$ cat src/slipd_pkg.sv
// Package for the SLIP frame decoder: framing bytes, phase codes, result kinds
// and the result record passed from the decoder core to the top level.
// No dependencies.
package slipd_pkg;

    // Framing bytes of the line code.
    localparam logic [7:0] CODE_END     = 8'hC0;
    localparam logic [7:0] CODE_ESC     = 8'hDB;
    localparam logic [7:0] CODE_ESC_END = 8'hDC;
    localparam logic [7:0] CODE_ESC_ESC = 8'hDD;

    // Receive phase codes.
    localparam logic [1:0] PHASE_IDLE  = 2'd0;
    localparam logic [1:0] PHASE_FRAME = 2'd1;
    localparam logic [1:0] PHASE_ESC   = 2'd2;

    // Input mode codes.
    localparam logic MODE_BYTE  = 1'b0;
    localparam logic MODE_REARM = 1'b1;

    // Result kinds.
    localparam logic [1:0] KIND_NONE = 2'd0;
    localparam logic [1:0] KIND_DATA = 2'd1;
    localparam logic [1:0] KIND_DONE = 2'd2;
    localparam logic [1:0] KIND_ERR  = 2'd3;

    // Capacity after reset, in bytes.
    localparam logic [15:0] CAPACITY_RESET = 16'd4096;

    typedef struct packed {
        logic [1:0]  kind;
        logic [7:0]  data_byte;
        logic [15:0] byte_index;
        logic [15:0] frame_length;
    } t_result;

endpackage

$ cat src/slipd_core.sv
// Decoder core of the SLIP frame decoder: frame phase, armed flag and length
// counter, with the result of the current item formed combinationally.
// Depends on slipd_pkg.
module slipd_core (
    input  logic                   i_clk,
    input  logic                   i_rst_n,
    input  logic                   i_accept,
    input  logic                   i_mode,
    input  logic [7:0]             i_rx_byte,
    input  logic [15:0]            i_capacity,
    output slipd_pkg::t_result     o_result
);
    import slipd_pkg::*;

    logic [1:0]  r_phase, n_phase;
    logic        r_armed, n_armed;
    logic [15:0] r_len,   n_len;

    logic        store_req;
    logic [7:0]  store_val;
    logic        fail_req;
    t_result     res;

    always_comb begin
        n_phase   = r_phase;
        n_armed   = r_armed;
        n_len     = r_len;
        store_req = 1'b0;
        store_val = i_rx_byte;
        fail_req  = 1'b0;
        res       = '{kind: KIND_NONE, data_byte: 8'd0, byte_index: 16'd0,
                      frame_length: 16'd0};

        if (i_mode == MODE_REARM) begin
            n_armed = 1'b1;
        end else begin
            case (r_phase)
                PHASE_FRAME: begin
                    if (i_rx_byte == CODE_END) begin
                        // An empty frame closes silently and stays armed.
                        if (r_len != 16'd0) begin
                            res.kind         = KIND_DONE;
                            res.frame_length = r_len;
                            n_armed          = 1'b0;
                        end
                        n_len   = 16'd0;
                        n_phase = PHASE_IDLE;
                    end else if (i_rx_byte == CODE_ESC) begin
                        n_phase = PHASE_ESC;
                    end else begin
                        store_req = 1'b1;
                    end
                end
                PHASE_ESC: begin
                    n_phase = PHASE_FRAME;
                    if (i_rx_byte == CODE_ESC_END) begin
                        store_req = 1'b1;
                        store_val = CODE_END;
                    end else if (i_rx_byte == CODE_ESC_ESC) begin
                        store_req = 1'b1;
                        store_val = CODE_ESC;
                    end else begin
                        fail_req = 1'b1;
                    end
                end
                default: begin
                    n_phase = PHASE_IDLE;
                    if (i_rx_byte == CODE_END && r_armed) begin
                        n_len   = 16'd0;
                        n_phase = PHASE_FRAME;
                    end
                end
            endcase

            if (store_req) begin
                if (r_len < i_capacity) begin
                    res.kind       = KIND_DATA;
                    res.data_byte  = store_val;
                    res.byte_index = r_len;
                    n_len          = r_len + 16'd1;
                end else begin
                    fail_req = 1'b1;
                end
            end

            // The length is kept after an error until the next frame opens.
            if (fail_req) begin
                res.kind = KIND_ERR;
                n_armed  = 1'b0;
                n_phase  = PHASE_IDLE;
            end
        end
    end

    always_ff @(posedge i_clk) begin
        if (!i_rst_n) begin
            r_phase <= PHASE_IDLE;
            r_armed <= 1'b0;
            r_len   <= 16'd0;
        end else if (i_accept) begin
            r_phase <= n_phase;
            r_armed <= n_armed;
            r_len   <= n_len;
        end
    end

    assign o_result = res;

endmodule

$ cat src/slip_frame_decoder_top.sv
// Top level of the SLIP frame decoder: stream ports, capacity register and
// result register around the decoder core.
// Depends on slipd_pkg and slipd_core.
//
//  Channel   Direction  Handshake              Payload
//  s_axis    in         tvalid / tready        tdata[7:0] rx_byte, tuser[0] mode
//  m_axis    out        tvalid / tready        tdata: data_byte, byte_index,
//                                              frame_length; tuser[1:0] result_kind
//  cfg       in         valid / ready          data[15:0] rx_capacity
//
// Every accepted item yields exactly one result item, which appears in the cycle after
// it is accepted and is held in the result register until the downstream side takes it.
// A new item is accepted in every cycle in which the result register is empty
// or is being emptied in that same cycle, so the sustained rate is one item
// per clock; the only limit is the single result register.
// The capacity register is always ready; it is to be written only while idle (not enforced by the block).
// Reset is synchronous and active low: it returns the decoder to no frame,
// not armed, length zero, the capacity to 4096 and empties the result register.
module slip_frame_decoder_top (
    input  logic        i_clk,
    input  logic        i_rst_n,

    // Input items.
    input  logic        i_s_axis_tvalid,
    output logic        o_s_axis_tready,
    input  logic [7:0]  i_s_axis_tdata,   // [7:0] rx_byte
    input  logic [0:0]  i_s_axis_tuser,   // [0] mode

    // Result items.
    output logic        o_m_axis_tvalid,
    input  logic        i_m_axis_tready,
    // [7:0] data_byte, [23:8] byte_index, [39:24] frame_length
    output logic [39:0] o_m_axis_tdata,
    output logic [1:0]  o_m_axis_tuser,   // [1:0] result_kind

    // Capacity register write channel.
    input  logic        i_cfg_valid,
    output logic        o_cfg_ready,
    input  logic [15:0] i_cfg_data
);
    import slipd_pkg::*;

    logic [15:0] r_capacity;
    logic        r_out_valid;
    t_result     r_out;
    t_result     core_result;
    logic        in_accept;

    // The input side is free whenever the result register will be empty at
    // the next edge.
    assign o_s_axis_tready = !r_out_valid || i_m_axis_tready;
    assign in_accept       = i_s_axis_tvalid && o_s_axis_tready;
    assign o_cfg_ready     = 1'b1;

    always_ff @(posedge i_clk) begin
        if (!i_rst_n) begin
            r_capacity <= CAPACITY_RESET;
        end else if (i_cfg_valid && o_cfg_ready) begin
            r_capacity <= i_cfg_data;
        end
    end

    slipd_core u_core (
        .i_clk      (i_clk),
        .i_rst_n    (i_rst_n),
        .i_accept   (in_accept),
        .i_mode     (i_s_axis_tuser[0]),
        .i_rx_byte  (i_s_axis_tdata),
        .i_capacity (r_capacity),
        .o_result   (core_result)
    );

    // Result register: loaded on every accepted item, cleared when taken
    // without a new item behind it.
    always_ff @(posedge i_clk) begin
        if (!i_rst_n) begin
            r_out_valid <= 1'b0;
        end else if (in_accept) begin
            r_out_valid <= 1'b1;
        end else if (i_m_axis_tready) begin
            r_out_valid <= 1'b0;
        end
    end

    always_ff @(posedge i_clk) begin
        if (in_accept) begin
            r_out <= core_result;
        end
    end

    assign o_m_axis_tvalid = r_out_valid;
    assign o_m_axis_tuser  = r_out.kind;
    assign o_m_axis_tdata  = {r_out.frame_length, r_out.byte_index, r_out.data_byte};

endmodule

$ cat config.mk
export PLATFORM = sky130hd
export DESIGN_NAME = slip_frame_decoder_top
export DESIGN_NICKNAME = d
export VERILOG_FILES = /design/src/slipd_pkg.sv /design/src/slipd_core.sv /design/src/slip_frame_decoder_top.sv
export SDC_FILE = /design/constraint.sdc
export NUM_CORES = 1
export LEC_CHECK = 0
export BUFFER_PORTS_ARGS = -buffer_cell sky130_fd_sc_hd__buf_4
export CORE_MARGIN = 2
export CORE_UTILIZATION = 35
export DETAILED_ROUTE_END_ITERATION = 6
export GPL_TIMING_DRIVEN = 0
export PLACE_DENSITY_LB_ADDON = 0.3
export SETUP_SLACK_MARGIN = 0.2
export SLEW_MARGIN = 40
export SYNTH_ARGS = -nofsm -noshare
export SYNTH_HDL_FRONTEND = slang
export SYNTH_SLANG_ARGS = --single-unit
$ cat constraint.sdc
create_clock -name i_clk -period 2.8 [get_ports i_clk]
set_clock_uncertainty 0.05 [all_clocks]
set_input_delay 0.42 -clock i_clk [delete_from_list [all_inputs] [get_ports i_clk]]
set_output_delay 0.42 -clock i_clk [all_outputs]
set_load 0.02 [all_outputs]
* Word-level counts from Yosys, hierarchy flattened
Cells that the tools add are included.
** Storage, ports and cells
- Register bits :: 78
- Input port bits :: 30
** Operators by class
- $add $sub $neg :: 1
- Order comparisons :: 1
- Eq/ne operators :: 7
- Muxes and demuxes :: 38
- Bitwise logic cells :: 6
- Reductions and logical operators :: 14
** Operators with widths (number)
- $mux W16 :: 4
- $mux W26 :: 2
- $eq A8 B8 Y1 const B :: 4
- $pmux W16 S2 :: 1
- $mux W8 :: 3
- $mux W1 :: 19
- $add A16 B1 Y16 const B :: 1
- $lt A16 B16 Y1 :: 1
- $reduce_bool A16 Y1 :: 1
- $mux W2 :: 7
- $reduce_bool A3 Y1 :: 3
- $not A1 Y1 :: 6
- $ne A4 B1 Y1 const B :: 1
- $pmux W2 S2 :: 1
- $reduce_and A4 Y1 :: 1
- $reduce_or A4 Y1 :: 1
- $reduce_and A3 Y1 :: 1
- $reduce_or A3 Y1 :: 1
- $eq A2 B1 Y1 const B :: 1
- $eq A2 B2 Y1 const B :: 1
- $logic_and A1 B1 Y1 :: 2
- $pmux W1 S2 :: 1
- $reduce_and A2 Y1 :: 1
- $reduce_bool A2 Y1 :: 1
- other kinds (2) :: 2

* Logic depth before layout (Yosys ltp)
- Word-level depth :: 9
- Mapped depth :: 9

* Modules after synthesis
From an unflattened synthesis, not the netlist that was laid out.
** Unflattened totals
- Cell total of the unflattened synthesis :: 388
- Area, all modules :: 3970.1 µm²
** Modules (own cells, without submodules)
- slipd_core :: instances 1, cells each 288, area an instance 2040.7 µm², seq. area each 380.4 µm²
- slip_frame_decoder_top :: instances 1, cells each 100, area an instance 1929.4 µm², seq. area each 1601.5 µm²

* Worst setup path before layout
Ideal clock, no wire load.
- Path kind :: reg-to-reg
- Start point :: reg u_core.r_len[15]
- End point :: reg u_core.r_len[14]
- Setup time :: 120 ps
- Arrival time :: 2097 ps
- Setup slack :: 533 ps
- Stages on the path, launching flop included :: 8
- Period minus slack after synthesis :: 2267 ps
- Path through :: dfxtp_1 ha_1 and4_4 nand2_2 or4_4 and4_4 and4_1 a211o_1
** On the way
- Cells in the longest elaborated chain, start to end :: 3
** RTL lines
- start, declared :: line slipd_core.sv:17 : logic [15:0] r_len, n_len;
- start signal, assigned :: line slipd_core.sv:103 : r_len <= n_len;
- $lt A16 B16 Y1 :: line slipd_core.sv:76 : if (r_len < i_capacity) begin
- $mux W16 :: line slipd_core.sv:76
- $mux W16 :: line slipd_core.sv:75 : if (store_req) begin
No other way between the ends.
A chain may end at the register's enable or synchronous reset.

* Final worst setup path
- Start point :: reg u_core.r_len[15]
- End point :: reg r_out (netlist bit o_m_axis_tdata[1]), data pin
** On the way
- Cells in the longest elaborated chain, start to end :: 3
** RTL lines
- $lt A16 B16 Y1 :: line slipd_core.sv:76
- $not A1 Y1 (no source line)
- $reduce_or A3 Y1 (no source line)
- end signal, assigned :: line slip_frame_decoder_top.sv:87 : r_out <= core_result;
- end, declared :: line slip_frame_decoder_top.sv:45 : t_result r_out;
No other way between the ends.

==> results.tsv <==
stage	metric	value	unit
synth	Synth warnings	0	
floorplanning	chip height	110.5	um
finish	fillers	1038	
synth	number of synthesized flops with an enable pin	42	
floorplanning	Starting Density	0.3632	
timing	fin worst setup slack	279.5	ps
clock_network	CTS max path bufs	2	
floorplanning	DIE WIDTH	110.5	um
finish	Sequential Area	1988	um^2
synth	main combinational cell family by area after synthesis	simple AND/OR/NAND/NOR gates	
clock_network	CTS root buffer	clkbuf_16	
finish	diode count	0	
finish	area of the multi-input gates	1826	um^2
synth	Netlist Area Pre-Place	3971	um^2
routing	Post-Route WL	9356	um
global_route	vias in the first global route	2921	
clock_network	setup bufs post-CTS	0	
global_route	All-Layer GR Usage	0.1533	
run_status	run status	finished, final reports clean	
finish	Final Non-Filler Cells	601	
routing	total iterations of the first detailed-routing run	5	
synth	multiplexer share of the synthesized area	0.04820	
timing	unrepaired setup endpoints after global routing	false	
global_route	initial antenna violation count	0	
place	Post-DP HPWL	6824	um
finish	most frequent cells in the layout	buf_4 (72), edfxtp_1 (42), dfxtp_1 (31), nor2_1 (30), and2_1 (27)	
synth	Synth Register Bits	78	
routing	drt wl/cell	15.57	um
timing	worst slew pin tran	668.1	ps
synth	simple-gate share of the synthesized area	0.2183	
power_and_ir_drop	peak supply drop	0.2784	mV
critical_path	Cell Chain, Critical Path	ha_4 -> and4_4 -> nand2_2 -> or4_4 -> nand4_2 -> buf_6 -> buf_6 -> nor3_1	
global_route	total congestion overflow	0	
timing	post-layout minimum cycle time	2521	ps
critical_path	Startpoint Class	flop	
power_and_ir_drop	Power Density	536.7	nW/um^2
floorplanning	I/O Pins	75	
synth	syn nets	423	
synth	Post-synth ARST share	0	
hold_path	worst min path class	primary input to flop	
place	gpl congestion	0.8889	
timing	Finish-stage setup viols	0	
critical_path	crit path kind	flop to flop	
timing	Final Cycle Share	0.9002	
clock_network	clk sinks	78	
routing	vias per cell	5.140	
global_route	largest net degree at the start of global routing	44	
finish	Area Growth Syn to Fin	26.84	%
synth	Synth cell types	70	
synth	Cells after Synth	374	
timing	count of final max-slew check failures	0	
critical_path	slowest stage delay, CP	570	ps
routing	number of routed nets with antenna violations	0	
timing	relative slew slack	0.5546	
synth	Seq/Total Area, Yosys	0.4991	
critical_path	Slowest-stage cell, CP	or4_4	
timing	setup_tns	0	ps
clock_network	H-tree Lvls	3	
synth	Post-Synth XOR/XNOR Area	0	
finish	commonest non-fill, non-tap cell in the layout	buf_4	
clock_network	hold buffers post-CTS	0	
clock_network	CTS tree	done	
routing	via count	3089	
critical_path	Worst Path Buf+Inv	2	
synth	compound-gate portion of the synthesized area	0.1232	
critical_path	Critical Path End Type	flop	
clock_network	CTS buffer count	9	
critical_path	most used cell, CP	buf_6	
place	IO buf count	71	
critical_path	CP max FO	10	
timing	count of final hold-check violations	0	
synth	syn avg cell area	10.62	um^2
routing	drt drc	0	
critical_path	Crit path max-delay family	simple AND/OR/NAND/NOR gates	
power_and_ir_drop	Overall Power	0.002703	W
place	placed cells	585	
finish	Final Util	0.4606	
global_route	first-pass GRT wire length	14970	um
timing	fmax	396.7	MHz
finish	share of layout cells above drive strength 1	0.2755	
routing	Starting DRT DRC Count	156	
critical_path	required time worst endpoint	2830	ps
finish	# nets final	505	
critical_path	worst endpoint data arrival time	2550	ps
clock_network	clk slew on worst S/H paths	60	ps
floorplanning	Core Rows	38	
job	max-cap violations	0	
clock_network	clk_lat worst skew	340	ps
floorplanning	die area	12210	um^2
floorplanning	core area	10940	um^2
synth	Top FF cell, synth	edfxtp_1	
power_and_ir_drop	LEAKAGE	1.979	nW
synth	adder-cell area share of the yosys netlist	0.05986	
place	worst slack, placed	194.9	ps
==> Yosys cell counts, types with 2 or more instances <==
cell type  number  area share
inv_1          25       0.024
nor4_1          4      0.0063
o31ai_1         2      0.0038
buf_1           2      0.0019
nor4b_2         2      0.0076
clkbuf_1        9      0.0085
a41oi_1         2      0.0044
or3_1           2      0.0032
nand2_1        25       0.024
nor3_1         21       0.026
edfxtp_1       42        0.32
o211a_1         2      0.0050
nand3b_1        2      0.0038
nor3_2          2      0.0050
ha_1           19       0.060
buf_2           2      0.0025
mux2i_1        18       0.045
a21oi_1        16       0.020
a32o_1          2      0.0050
o32ai_2         3       0.012
o21ai_0        11       0.014
buf_6           3      0.0085
nand4_1         7       0.011
dfxtp_1        36        0.18
a21o_1          2      0.0038
nand3_1         5      0.0063
nand2b_1        2      0.0032
and3_1          2      0.0032
o32ai_1         4      0.0088
o21a_1          2      0.0038
and4_1          2      0.0044
and2_1         28       0.044
nor2_1         30       0.028
and4_4          2      0.0057
==> metal layers <==
layer  part of all wire  vias to the layer above  GRT usage
li1                   -                     1545          -
met2               0.47                       87     0.2454
met4              0.027                        0    0.05583
met1               0.45                     1439     0.1973
met5                  0                        -          0
met3              0.052                       18    0.04446
==> final cells by class <==
class	count	area share
Multi-Input combinational cell	253	0.3624
Clock inverter	3	0.004471
Tap cell	140	0.03477
Buffer	18	0.02111
Timing Repair Buffer	71	0.1058
Inverter	25	0.01863
Clock buffer	13	0.05812
Sequential cell	78	0.3947
==> stage by stage <==
step                      cell area (um^2)  hold WS, ps
after CTS                             5004        256.6
after detailed placement              4682        434.3
after floorplan                       3971        410.4
after global placement                4679        429.5
after global routing                  5037        262.2
final                                 5037        259.2
==> cells by family after synthesis <==
kind of cell | after synthesis
and+or+nand+nor | 152
DFF | 78
AOI/OAI and AO/OA | 62
buffers and inverters | 43
muxes | 19
adders and majority gates | 19
other | 1
==> worst reg2reg max path, cell delays in order, from the launching register on <==
cell and delay [ps]:
dfxtp_1 390, ha_4 320, and4_4 240, nand2_2 80
or4_4 570, nand4_2 160, buf_6 200, buf_6 190
nor3_1 60
==> worst paths after layout <==
check | start | to | slack, ps | cells past startpoint
hold reg to reg | r_capacity[8]$_SDFFE_PN0P_ | r_capacity[8]$_SDFFE_PN0P_ | 450 | 2
hold / removal | i_cfg_data[12] | r_capacity[12]$_SDFFE_PN1P_ | 260 | 3
setup reg to reg | u_core.r_len[15]$_SDFFE_PN0P_ | o_m_axis_tdata[1]$_SDFFCE_PP0P_ | 280 | 8
setup / recovery | u_core.r_len[15]$_SDFFE_PN0P_ | o_m_axis_tdata[1]$_SDFFCE_PP0P_ | 280 | 8
==> where the power goes <==
group          switching (W)  leakage (nW)  internal [W]
logic               0.000142          1.11      0.000102
registers          0.0000163         0.716       0.00125
clock network       0.000461         0.153      0.000735
==> state kept, by name, summed over array words and instances, names as in the netlist <==
name,flops
o_m_axis_tdata,40
o_m_axis_tuser,2
o_m_axis_tvalid,1
r_capacity,16
u_core.r_armed,1
u_core.r_len,16
u_core.r_phase,2
==> timing repair <==
item | 4_1_cts | 5_1_grt
endpoints found under the setup margin | 2 | 30
gates resized for setup | 1 | 8
hold endpoints to repair | 0 | 0
cloned | 0 | 0
Note: power is estimated with default switching activity, not from simulation.
